<file path="config.mk">
export PLATFORM = sky130hd
export DESIGN_NAME = io_connection_supervisor_flat
export DESIGN_NICKNAME = d
export VERILOG_FILES = /design/src/hdl/ics_pkg.sv /design/src/hdl/ics_intf.sv /design/src/hdl/ics_cfg_regs.sv /design/src/hdl/ics_engine.sv /design/src/hdl/io_connection_supervisor.sv /design/src/flat_wrapper.sv
export SDC_FILE = /design/constraint.sdc
export NUM_CORES = 2
export LEC_CHECK = 0
export BUFFER_PORTS_ARGS = -buffer_cell sky130_fd_sc_hd__buf_2
export CORE_MARGIN = 2
export CORE_UTILIZATION = 30
export DETAILED_ROUTE_END_ITERATION = 7
export PLACE_DENSITY_LB_ADDON = 0.08
export SYNTH_ARGS = -nofsm -noshare
export SYNTH_HDL_FRONTEND = slang
export SYNTH_SLANG_ARGS = --single-unit
</file>
<file path="constraint.sdc">
create_clock -name clk -period 7.7 [get_ports clk]
set_input_delay 1.155 -clock clk [delete_from_list [all_inputs] [get_ports clk]]
set_output_delay 1.155 -clock clk [all_outputs]
set_load 0.1 [all_outputs]
</file>
<file path="src/hdl/ics_pkg.sv">
`timescale 1ns / 1ps

package ics_pkg;

  // result event codes
  localparam logic [2:0] EV_RX_ACCEPTED  = 3'd0;
  localparam logic [2:0] EV_RX_REJECTED  = 3'd1;
  localparam logic [2:0] EV_CLOSED       = 3'd2;
  localparam logic [2:0] EV_TICK_IDLE    = 3'd3;
  localparam logic [2:0] EV_TX_SENT      = 3'd4;
  localparam logic [2:0] EV_TX_SUPPRESS  = 3'd5;

  // configuration register indexes
  localparam logic [2:0] CFG_TIMEOUT_MULT   = 3'd0;
  localparam logic [2:0] CFG_CONSUME_IVL    = 3'd1;
  localparam logic [2:0] CFG_PRODUCE_IVL    = 3'd2;
  localparam logic [2:0] CFG_SEQUENCED      = 3'd3;
  localparam logic [2:0] CFG_RUN_HDR_MASK   = 3'd4;
  localparam logic [2:0] CFG_FIXED_MASK     = 3'd5;
  localparam logic [2:0] CFG_RX_EXP_SIZE    = 3'd6;
  localparam logic [2:0] CFG_TX_EXP_SIZE    = 3'd7;

  localparam logic       CMD_TICK  = 1'b0;
  localparam logic       CMD_FRAME = 1'b1;

  localparam logic [9:0]  US_PER_MS = 10'd1000;
  localparam logic [47:0] ACC_MAX   = 48'hFFFF_FFFF_FFFF;

  localparam int MICRO_W = 26;  // 65535 ms in microseconds fits 26 bits
  localparam int LIMIT_W = 42;  // 10-bit multiplier times 32-bit interval

  typedef struct packed {
    logic [LIMIT_W-1:0] timeout_limit;
    logic [31:0]        produce_interval;
    logic               seq_en;
    logic               rx_hdr_en;
    logic               tx_hdr_en;
    logic               rx_fixed;
    logic               tx_fixed;
    logic [15:0]        rx_expected_size;
    logic [15:0]        tx_expected_size;
  } cfg_t;

  typedef struct packed {
    logic        command;
    logic [15:0] period_ms;
    logic [15:0] rx_total_length;
    logic [31:0] rx_run_header;
    logic [15:0] rx_seq_count;
    logic [15:0] tx_payload_length;
  } item_t;

  typedef struct packed {
    logic [2:0]  event_res;
    logic        alive;
    logic [15:0] payload_length;
    logic [31:0] delivered_run_header;
    logic [15:0] delivered_seq_count;
    logic [31:0] tx_sequence_number;
    logic [15:0] tx_seq_count;
    logic        tx_count_present;
    logic        tx_header_present;
  } res_t;

endpackage

</file>
<file path="src/hdl/ics_intf.sv">
`timescale 1ns / 1ps

interface ics_in_if;
  logic        valid;
  logic        ready;
  logic        command;
  logic [15:0] period_ms;
  logic [15:0] rx_total_length;
  logic [31:0] rx_run_header;
  logic [15:0] rx_seq_count;
  logic [15:0] tx_payload_length;

  modport source (output valid, command, period_ms, rx_total_length, rx_run_header,
                  rx_seq_count, tx_payload_length, input ready);
  modport sink (input valid, command, period_ms, rx_total_length, rx_run_header,
                rx_seq_count, tx_payload_length, output ready);
endinterface

interface ics_out_if;
  logic        valid;
  logic        ready;
  logic [2:0]  event_res;
  logic        alive;
  logic [15:0] payload_length;
  logic [31:0] delivered_run_header;
  logic [15:0] delivered_seq_count;
  logic [31:0] tx_sequence_number;
  logic [15:0] tx_seq_count;
  logic        tx_count_present;
  logic        tx_header_present;

  modport source (output valid, event_res, alive, payload_length, delivered_run_header,
                  delivered_seq_count, tx_sequence_number, tx_seq_count,
                  tx_count_present, tx_header_present, input ready);
  modport sink (input valid, event_res, alive, payload_length, delivered_run_header,
                delivered_seq_count, tx_sequence_number, tx_seq_count,
                tx_count_present, tx_header_present, output ready);
endinterface

interface ics_cfg_if;
  logic        valid;
  logic        ready;
  logic [2:0]  index;
  logic [31:0] data;

  modport source (output valid, index, data, input ready);
  modport sink (input valid, index, data, output ready);
endinterface

</file>
<file path="src/hdl/ics_cfg_regs.sv">
`timescale 1ns / 1ps

module ics_cfg_regs (
  input  logic          clk,
  input  logic          rst_n,
  input  logic          wr_valid,
  output logic          wr_ready,
  input  logic [2:0]    wr_index,
  input  logic [31:0]   wr_data,
  output ics_pkg::cfg_t cfg
);

  logic [9:0]                   mult_r,    mult_nxt;
  logic [31:0]                  consume_r, consume_nxt;
  logic [31:0]                  produce_r, produce_nxt;
  logic                         seq_r,     seq_nxt;
  logic [1:0]                   hdr_r,     hdr_nxt;
  logic [1:0]                   fixed_r,   fixed_nxt;
  logic [15:0]                  rx_exp_r,  rx_exp_nxt;
  logic [15:0]                  tx_exp_r,  tx_exp_nxt;
  logic [ics_pkg::LIMIT_W-1:0]  limit_r,   limit_nxt;
  logic [9:0]                   mul_a;
  logic [31:0]                  mul_b;

  assign wr_ready = 1'b1;

  always_comb begin
    mult_nxt    = mult_r;
    consume_nxt = consume_r;
    produce_nxt = produce_r;
    seq_nxt     = seq_r;
    hdr_nxt     = hdr_r;
    fixed_nxt   = fixed_r;
    rx_exp_nxt  = rx_exp_r;
    tx_exp_nxt  = tx_exp_r;
    if (wr_valid) begin
      case (wr_index)
        ics_pkg::CFG_TIMEOUT_MULT: mult_nxt    = wr_data[9:0];
        ics_pkg::CFG_CONSUME_IVL:  consume_nxt = wr_data;
        ics_pkg::CFG_PRODUCE_IVL:  produce_nxt = wr_data;
        ics_pkg::CFG_SEQUENCED:    seq_nxt     = wr_data[0];
        ics_pkg::CFG_RUN_HDR_MASK: hdr_nxt     = wr_data[1:0];
        ics_pkg::CFG_FIXED_MASK:   fixed_nxt   = wr_data[1:0];
        ics_pkg::CFG_RX_EXP_SIZE:  rx_exp_nxt  = wr_data[15:0];
        ics_pkg::CFG_TX_EXP_SIZE:  tx_exp_nxt  = wr_data[15:0];
        default: ;
      endcase
    end
    // timeout threshold is kept as a product, refreshed on every write
    mul_a     = mult_nxt;
    mul_b     = consume_nxt;
    limit_nxt = {32'd0, mul_a} * {10'd0, mul_b};
  end

  always_ff @(posedge clk) begin
    if (!rst_n) begin
      mult_r    <= '0;
      consume_r <= '0;
      produce_r <= '0;
      seq_r     <= 1'b0;
      hdr_r     <= 2'b00;
      fixed_r   <= 2'b11;
      rx_exp_r  <= '0;
      tx_exp_r  <= '0;
      limit_r   <= '0;
    end else begin
      mult_r    <= mult_nxt;
      consume_r <= consume_nxt;
      produce_r <= produce_nxt;
      seq_r     <= seq_nxt;
      hdr_r     <= hdr_nxt;
      fixed_r   <= fixed_nxt;
      rx_exp_r  <= rx_exp_nxt;
      tx_exp_r  <= tx_exp_nxt;
      if (wr_valid) begin
        limit_r <= limit_nxt;
      end
    end
  end

  always_comb begin
    cfg.timeout_limit    = limit_r;
    cfg.produce_interval = produce_r;
    cfg.seq_en           = seq_r;
    cfg.rx_hdr_en        = hdr_r[0];
    cfg.tx_hdr_en        = hdr_r[1];
    cfg.rx_fixed         = fixed_r[0];
    cfg.tx_fixed         = fixed_r[1];
    cfg.rx_expected_size = rx_exp_r;
    cfg.tx_expected_size = tx_exp_r;
  end

endmodule

</file>
<file path="src/hdl/ics_engine.sv">
`timescale 1ns / 1ps

module ics_engine (
  input  logic           clk,
  input  logic           rst_n,
  input  ics_pkg::cfg_t  cfg,
  input  logic           in_valid,
  output logic           in_ready,
  input  ics_pkg::item_t in_item,
  output logic           out_valid,
  input  logic           out_ready,
  output ics_pkg::res_t  out_res
);

  typedef struct packed {
    logic                        command;
    logic [ics_pkg::MICRO_W-1:0] micro;
    logic [15:0]                 rx_total_length;
    logic [31:0]                 rx_run_header;
    logic [15:0]                 rx_seq_count;
    logic [15:0]                 tx_payload_length;
  } stage_t;

  logic          s0_v_r, s0_v_nxt;
  stage_t        s0_r;
  logic          out_v_r, out_v_nxt;
  ics_pkg::res_t res_r, res_nxt;
  logic          adv;
  logic          in_fire;

  logic [47:0] acc_r,   acc_nxt;
  logic [32:0] prod_r,  prod_nxt;
  logic [31:0] addr_r,  addr_nxt;
  logic [15:0] dseq_r,  dseq_nxt;

  logic [2:0]  overhead;
  logic        rx_short;
  logic [15:0] rx_payload;
  logic        rx_reject;
  logic [48:0] acc_sum;
  logic [47:0] acc_sat;
  logic        closed;
  logic [32:0] prod_sum;
  logic        produce;
  logic [31:0] addr_inc;
  logic [15:0] dseq_inc;

  // result register frees when empty or drained this cycle
  assign adv       = s0_v_r && (!out_v_r || out_ready);
  assign in_ready  = !s0_v_r || adv;
  assign in_fire   = in_valid && in_ready;
  assign s0_v_nxt  = in_fire ? 1'b1 : (adv ? 1'b0 : s0_v_r);
  assign out_v_nxt = adv ? 1'b1 : (out_ready ? 1'b0 : out_v_r);

  always_comb begin
    overhead   = {cfg.rx_hdr_en, 2'b00} | {1'b0, cfg.seq_en, 1'b0};
    rx_short   = s0_r.rx_total_length < {13'd0, overhead};
    rx_payload = s0_r.rx_total_length - {13'd0, overhead};
    rx_reject  = rx_short || (cfg.rx_fixed && (rx_payload != cfg.rx_expected_size));

    acc_sum  = {1'b0, acc_r} + {23'd0, s0_r.micro};
    acc_sat  = acc_sum[48] ? ics_pkg::ACC_MAX : acc_sum[47:0];
    closed   = acc_sat > {6'd0, cfg.timeout_limit};
    prod_sum = prod_r + {7'd0, s0_r.micro};
    produce  = prod_sum >= {1'b0, cfg.produce_interval};
    addr_inc = addr_r + 32'd1;
    dseq_inc = dseq_r + 16'd1;

    res_nxt       = '0;
    res_nxt.alive = 1'b1;
    acc_nxt       = acc_r;
    prod_nxt      = prod_r;
    addr_nxt      = addr_r;
    dseq_nxt      = dseq_r;

    if (s0_r.command == ics_pkg::CMD_FRAME) begin
      if (rx_reject) begin
        res_nxt.event_res = ics_pkg::EV_RX_REJECTED;
      end else begin
        acc_nxt                      = '0;
        res_nxt.event_res            = ics_pkg::EV_RX_ACCEPTED;
        res_nxt.payload_length       = rx_payload;
        res_nxt.delivered_run_header = cfg.rx_hdr_en ? s0_r.rx_run_header : 32'd0;
        res_nxt.delivered_seq_count  = cfg.seq_en ? s0_r.rx_seq_count : 16'd0;
      end
    end else begin
      acc_nxt = acc_sat;
      if (closed) begin
        res_nxt.event_res = ics_pkg::EV_CLOSED;
        res_nxt.alive     = 1'b0;
      end else if (!produce) begin
        prod_nxt          = prod_sum;
        res_nxt.event_res = ics_pkg::EV_TICK_IDLE;
      end else begin
        prod_nxt = '0;
        addr_nxt = addr_inc;
        if (cfg.seq_en) begin
          dseq_nxt = dseq_inc;
        end
        res_nxt.tx_sequence_number = addr_inc;
        res_nxt.tx_seq_count       = cfg.seq_en ? dseq_inc : 16'd0;
        res_nxt.tx_count_present   = cfg.seq_en;
        res_nxt.tx_header_present  = cfg.tx_hdr_en;
        // size mismatch still burns a sequence number
        if (cfg.tx_fixed && (s0_r.tx_payload_length != cfg.tx_expected_size)) begin
          res_nxt.event_res = ics_pkg::EV_TX_SUPPRESS;
        end else begin
          res_nxt.event_res = ics_pkg::EV_TX_SENT;
        end
      end
    end
  end

  always_ff @(posedge clk) begin
    if (!rst_n) begin
      s0_v_r  <= 1'b0;
      out_v_r <= 1'b0;
      acc_r   <= '0;
      prod_r  <= '0;
      addr_r  <= '0;
      dseq_r  <= '0;
    end else begin
      s0_v_r  <= s0_v_nxt;
      out_v_r <= out_v_nxt;
      if (adv) begin
        acc_r  <= acc_nxt;
        prod_r <= prod_nxt;
        addr_r <= addr_nxt;
        dseq_r <= dseq_nxt;
      end
    end
  end

  always_ff @(posedge clk) begin
    if (in_fire) begin
      s0_r.command           <= in_item.command;
      s0_r.micro             <= ics_pkg::MICRO_W'({10'd0, in_item.period_ms} *
                                                  {16'd0, ics_pkg::US_PER_MS});
      s0_r.rx_total_length   <= in_item.rx_total_length;
      s0_r.rx_run_header     <= in_item.rx_run_header;
      s0_r.rx_seq_count      <= in_item.rx_seq_count;
      s0_r.tx_payload_length <= in_item.tx_payload_length;
    end
    if (adv) begin
      res_r <= res_nxt;
    end
  end

  assign out_valid = out_v_r;
  assign out_res   = res_r;

endmodule

</file>
<file path="src/hdl/io_connection_supervisor.sv">
`timescale 1ns / 1ps

// Supervisor for one cyclic I/O connection: every beat on in_ch is a tick or a
// received frame and yields exactly one result beat on out_ch. One item is taken
// per clock unless out_ch stalls a full result register. An input register
// converts the tick to microseconds, then one add-and-compare pass updates the
// timers and sequence counters and loads the result register.
// The timeout threshold, multiplier times consume interval, is multiplied once
// when a configuration register is written, so an item may follow the last
// write on the next cycle. cfg_ch is always ready.
module io_connection_supervisor (
  input logic      clk,
  input logic      rst_n,
  ics_in_if.sink   in_ch,
  ics_out_if.source out_ch,
  ics_cfg_if.sink  cfg_ch
);

  ics_pkg::cfg_t  cfg;
  ics_pkg::item_t in_item;
  ics_pkg::res_t  out_res;

  always_comb begin
    in_item.command           = in_ch.command;
    in_item.period_ms         = in_ch.period_ms;
    in_item.rx_total_length   = in_ch.rx_total_length;
    in_item.rx_run_header     = in_ch.rx_run_header;
    in_item.rx_seq_count      = in_ch.rx_seq_count;
    in_item.tx_payload_length = in_ch.tx_payload_length;
  end

  ics_cfg_regs u_cfg (
    .clk      (clk),
    .rst_n    (rst_n),
    .wr_valid (cfg_ch.valid),
    .wr_ready (cfg_ch.ready),
    .wr_index (cfg_ch.index),
    .wr_data  (cfg_ch.data),
    .cfg      (cfg)
  );

  ics_engine u_engine (
    .clk       (clk),
    .rst_n     (rst_n),
    .cfg       (cfg),
    .in_valid  (in_ch.valid),
    .in_ready  (in_ch.ready),
    .in_item   (in_item),
    .out_valid (out_ch.valid),
    .out_ready (out_ch.ready),
    .out_res   (out_res)
  );

  assign out_ch.event_res            = out_res.event_res;
  assign out_ch.alive                = out_res.alive;
  assign out_ch.payload_length       = out_res.payload_length;
  assign out_ch.delivered_run_header = out_res.delivered_run_header;
  assign out_ch.delivered_seq_count  = out_res.delivered_seq_count;
  assign out_ch.tx_sequence_number   = out_res.tx_sequence_number;
  assign out_ch.tx_seq_count         = out_res.tx_seq_count;
  assign out_ch.tx_count_present     = out_res.tx_count_present;
  assign out_ch.tx_header_present    = out_res.tx_header_present;

endmodule

</file>
<file path="src/flat_wrapper.sv">
// flat-port wrapper written by rule: the top's interface ports become plain ports
module io_connection_supervisor_flat 
  (clk, rst_n, in_ch_valid, in_ch_command, in_ch_period_ms, in_ch_rx_total_length, in_ch_rx_run_header, in_ch_rx_seq_count, in_ch_tx_payload_length, in_ch_ready, out_ch_valid, out_ch_event_res, out_ch_alive, out_ch_payload_length, out_ch_delivered_run_header, out_ch_delivered_seq_count, out_ch_tx_sequence_number, out_ch_tx_seq_count, out_ch_tx_count_present, out_ch_tx_header_present, out_ch_ready, cfg_ch_valid, cfg_ch_index, cfg_ch_data, cfg_ch_ready);
  ics_in_if in_ch_i ();
  ics_out_if out_ch_i ();
  ics_cfg_if cfg_ch_i ();
  input logic clk;
  input logic rst_n;
  input wire logic [$bits(in_ch_i.valid)-1:0] in_ch_valid;
  input wire logic [$bits(in_ch_i.command)-1:0] in_ch_command;
  input wire logic [$bits(in_ch_i.period_ms)-1:0] in_ch_period_ms;
  input wire logic [$bits(in_ch_i.rx_total_length)-1:0] in_ch_rx_total_length;
  input wire logic [$bits(in_ch_i.rx_run_header)-1:0] in_ch_rx_run_header;
  input wire logic [$bits(in_ch_i.rx_seq_count)-1:0] in_ch_rx_seq_count;
  input wire logic [$bits(in_ch_i.tx_payload_length)-1:0] in_ch_tx_payload_length;
  output wire logic [$bits(in_ch_i.ready)-1:0] in_ch_ready;
  output wire logic [$bits(out_ch_i.valid)-1:0] out_ch_valid;
  output wire logic [$bits(out_ch_i.event_res)-1:0] out_ch_event_res;
  output wire logic [$bits(out_ch_i.alive)-1:0] out_ch_alive;
  output wire logic [$bits(out_ch_i.payload_length)-1:0] out_ch_payload_length;
  output wire logic [$bits(out_ch_i.delivered_run_header)-1:0] out_ch_delivered_run_header;
  output wire logic [$bits(out_ch_i.delivered_seq_count)-1:0] out_ch_delivered_seq_count;
  output wire logic [$bits(out_ch_i.tx_sequence_number)-1:0] out_ch_tx_sequence_number;
  output wire logic [$bits(out_ch_i.tx_seq_count)-1:0] out_ch_tx_seq_count;
  output wire logic [$bits(out_ch_i.tx_count_present)-1:0] out_ch_tx_count_present;
  output wire logic [$bits(out_ch_i.tx_header_present)-1:0] out_ch_tx_header_present;
  input wire logic [$bits(out_ch_i.ready)-1:0] out_ch_ready;
  input wire logic [$bits(cfg_ch_i.valid)-1:0] cfg_ch_valid;
  input wire logic [$bits(cfg_ch_i.index)-1:0] cfg_ch_index;
  input wire logic [$bits(cfg_ch_i.data)-1:0] cfg_ch_data;
  output wire logic [$bits(cfg_ch_i.ready)-1:0] cfg_ch_ready;
  assign in_ch_i.valid = in_ch_valid;
  assign in_ch_i.command = in_ch_command;
  assign in_ch_i.period_ms = in_ch_period_ms;
  assign in_ch_i.rx_total_length = in_ch_rx_total_length;
  assign in_ch_i.rx_run_header = in_ch_rx_run_header;
  assign in_ch_i.rx_seq_count = in_ch_rx_seq_count;
  assign in_ch_i.tx_payload_length = in_ch_tx_payload_length;
  assign in_ch_ready = in_ch_i.ready;
  assign out_ch_valid = out_ch_i.valid;
  assign out_ch_event_res = out_ch_i.event_res;
  assign out_ch_alive = out_ch_i.alive;
  assign out_ch_payload_length = out_ch_i.payload_length;
  assign out_ch_delivered_run_header = out_ch_i.delivered_run_header;
  assign out_ch_delivered_seq_count = out_ch_i.delivered_seq_count;
  assign out_ch_tx_sequence_number = out_ch_i.tx_sequence_number;
  assign out_ch_tx_seq_count = out_ch_i.tx_seq_count;
  assign out_ch_tx_count_present = out_ch_i.tx_count_present;
  assign out_ch_tx_header_present = out_ch_i.tx_header_present;
  assign out_ch_i.ready = out_ch_ready;
  assign cfg_ch_i.valid = cfg_ch_valid;
  assign cfg_ch_i.index = cfg_ch_index;
  assign cfg_ch_i.data = cfg_ch_data;
  assign cfg_ch_ready = cfg_ch_i.ready;
  io_connection_supervisor u_core (.clk(clk), .rst_n(rst_n), .in_ch(in_ch_i), .out_ch(out_ch_i), .cfg_ch(cfg_ch_i));
endmodule
</file>
==> results.sh <==
export IMPL_critPathKind="in2reg"
export IMPL_slew_limit_headroom_pct=26.2
export IMPL_max_freq_mhz=136
export IMPL_tightest_slew_ns=1.10
export IMPL_core_area_sq_um=118000
export IMPL_dpl_hpwl_microns=80900
export IMPL_worstPathRequired_ns=8.22
export IMPL_syn2layout_area_growth_pct=20.4
export IMPL_p_switching_mw=3.14
export IMPL_postRouteAntennaNets=0
export IMPL_drc=0
export IMPL_fp_dieArea_sq_um=122000
export IMPL_syn_cell_area_sq_um=35600
export IMPL_hold_viol_final=0
export IMPL_synth_area_leader_cell="edfxtp_1"
export IMPL_cpMaxStageDelayCell="fa_1"
export IMPL_hp_class="reg2reg"
export IMPL_p_per_area_nw_per_um2=212
export IMPL_grt_max_degree=81
export IMPL_period_needed_ns=7.34
export IMPL_vias_per_cell=4.69
export IMPL_max_stage_delay_ns=0.55
export IMPL_nets=4819
export IMPL_wl_microns=104000
export IMPL_io_buffers=256
export IMPL_internal_power_mw=5.97
export IMPL_drt_initial_drc_count=1250
export IMPL_ys_warn_count=0
export IMPL_arrival_ns=7.86
export IMPL_synth_edf_count=222
export IMPL_ys_flop_type="dfxtp_1"
export IMPL_num_vias=26871
export IMPL_syn_inst=3693
export IMPL_max_vdd_ir_drop_v=0.000153
export IMPL_yosys_top_cells_count="nand2_1, nor2_1, inv_1"
export IMPL_finalSetupViolations=0
export IMPL_tns_ns=0
export IMPL_rows=126
export IMPL_cts_root_buffer="clkbuf_16"
export IMPL_die_h_microns=349
export IMPL_critPathLaunchType="primary input"
export IMPL_pwr_share_seq_pct=34.1
export IMPL_start_util_pct=30.2
export IMPL_cts_sinks=503
export IMPL_switching_share_pct=34.5
export IMPL_maxCapViolations=0
export IMPL_tritoncts="built"
export IMPL_end_kind="flop"
export IMPL_path_max_fanout=5
export IMPL_io_pins=258
export IMPL_yosys_cell_count_top_type="nand2_1"
export IMPL_worst_skew_pair_late_latency_ns=0.64
export IMPL_path_clk_slew_ns=0.05
export IMPL_synth_seq_cells=503
export IMPL_finClkSkew_ns=0.0247
export IMPL_grt_pass1_vias=27957
export IMPL_avgSynthCellArea_sq_um=9.65
export IMPL_synth_top_area_share_pct=18.7
export IMPL_drive_above_1_share_pct=17.1
export IMPL_ys_async_sr_fraction_pct=0
export IMPL_slew_viol_final=0
export IMPL_worst_path_buf_inv=8
export IMPL_grt_pass1_wl_microns=164000
export IMPL_htree_levels=3
export IMPL_die_width_microns=349
export IMPL_place_area_sq_um=40500
export IMPL_run_status="finished, final reports clean"
export IMPL_antenna_found_initial=2
export IMPL_critPathMostFrequentCell="fa_1"
export IMPL_synthTopCellsByArea="edfxtp_1, fa_1, dfxtp_1"
export IMPL_fin_crit_sh_pct=95.4
export IMPL_yosysUniqueCellTypes=91
export IMPL_p_leak_nw=18.8
export IMPL_cts_buffers=67
export IMPL_finalPower_mw=9.11
export IMPL_path_delay_family="adder cells"
export IMPL_track_usage_pct=17.4
export IMPL_rsz0062_at_grt="true"
export IMPL_cts_buffer_depth=3
export IMPL_overflow=0
export IMPL_clockPowerShare_pct=34.6
export IMPL_seq_area_frac_synth_pct=34.5
export IMPL_stdcell_area_sq_um=42900
export IMPL_drtPass1Iterations=5
export IMPL_hold_worst_slack_ns=0.454
export IMPL_syn_nets=4376
export IMPL_combPwrFrac_pct=31.3
export IMPL_wl_per_cell_microns=18.2
export IMPL_gp_congestion=0.790
-- placed cells by master, fill, tap and decap left out, drive strengths merged, types with 66 or more instances in the layout --
cell    synthesis  layout
a21oi         236     236
and2           66      66
buf            19     507
clkbuf        115      90
dfxtp         281     281
edfxtp        222     222
fa            295     295
ha            251     251
inv           359     363
mux2i          80      80
nand2         431     431
nand3         100     100
nor2          403     403
o21ai          99      99
xnor2         117     117
xor2           81      81
-- through the flow --
stage	utilization (%)	worst slack, ns	std cells
floorplan	-	0.0101	3693
global placement	34.4	-0.536	5596
detailed placement	34.4	-0.626	5596
CTS	36.2	0.0154	5717
global route	36.4	-0.0367	5724
finish	36.4	0.356	5726
-- routing by layer --
metal	track usage, %	vias to the layer above	wire length, microns
met3	2.48	109	3780
met4	4.63	0	2260
li1	-	13327	-
met1	22.6	13012	47100
met5	0	-	0
met2	30.0	423	50900
-- kinds of logic after synthesis --
family	Yosys count	synth area share, %
adders and majority gates	546	25.4
AOI/OAI and AO/OA	575	10.4
buffers and inverters	494	5.33
and+or+nand+nor	1256	16.0
DFF	503	34.5
xor gates and xnor gates	198	4.87
muxes	120	3.51
other	1	0.0105
-- sequential cells by signal, indices dropped and copies added, names as in the netlist, 30 cells and up --
name	cells
u_core.u_engine.prod_r	30
u_core.u_engine.s0_r	104
u_core.u_engine.out_res	118
u_core.u_cfg.limit_r	42
u_core.u_cfg.produce_r	32
u_core.u_cfg.consume_r	32
u_core.u_engine.addr_r	32
u_core.u_engine.acc_r	48
-- area by class of cell --
class                      count  area (sq um)
sequential                   503         12300
clock buffer                  89          1810
clock inverter                32           397
inverter                     360          1360
fill                       12116         75000
timing repair buffer         508          3350
multi-input combinational   2696         21700
antenna                        2          5.00
tap                         1536          1920
-- power by group through the flow --
| stage | clock [mW] | combinational (mW) | sequential (mW) |
|---|---|---|---|
| floorplan | 0 | 1.90 | 3.31 |
| global placement | 0 | 2.88 | 3.16 |
| detailed placement | 0 | 2.88 | 3.17 |
| CTS | 3.27 | 2.90 | 3.11 |
| global route | 3.38 | 3.22 | 3.12 |
| finish | 3.15 | 2.85 | 3.10 |
-- final timing paths --
path / startpoint / to / slack (ns) / cells past startpoint
min: u_core.u_cfg.produce_r[22]$_SDFFE_PN0P_ / u_core.u_cfg.produce_r[22]$_SDFFE_PN0P_ / 0.45 / 2
max reg2reg: u_core.u_engine.s0_r[83]$_DFFE_PP_ / u_core.u_engine.out_res[13]$_SDFFCE_PP0P_ / 0.71 / 26
max: cfg_ch_index[2] / u_core.u_cfg.limit_r[41]$_SDFFE_PN0P_ / 0.36 / 30
min reg2reg: u_core.u_cfg.produce_r[22]$_SDFFE_PN0P_ / u_core.u_cfg.produce_r[22]$_SDFFE_PN0P_ / 0.45 / 2
-- worst min-delay path, cell delays in order (launching register included) --
cell and delay, ns:
dfxtp_1 0.30, nand2_1 0.05, a21oi_1 0.05
-- timing repair --
action	CTS	global route
cloned	0	2
buffers inserted	0	5
pin swaps	1	5
hold buffers	0	0
setup endpoints to repair	1	15
resized for setup	0	15
Power figures use the tool's default switching activity.
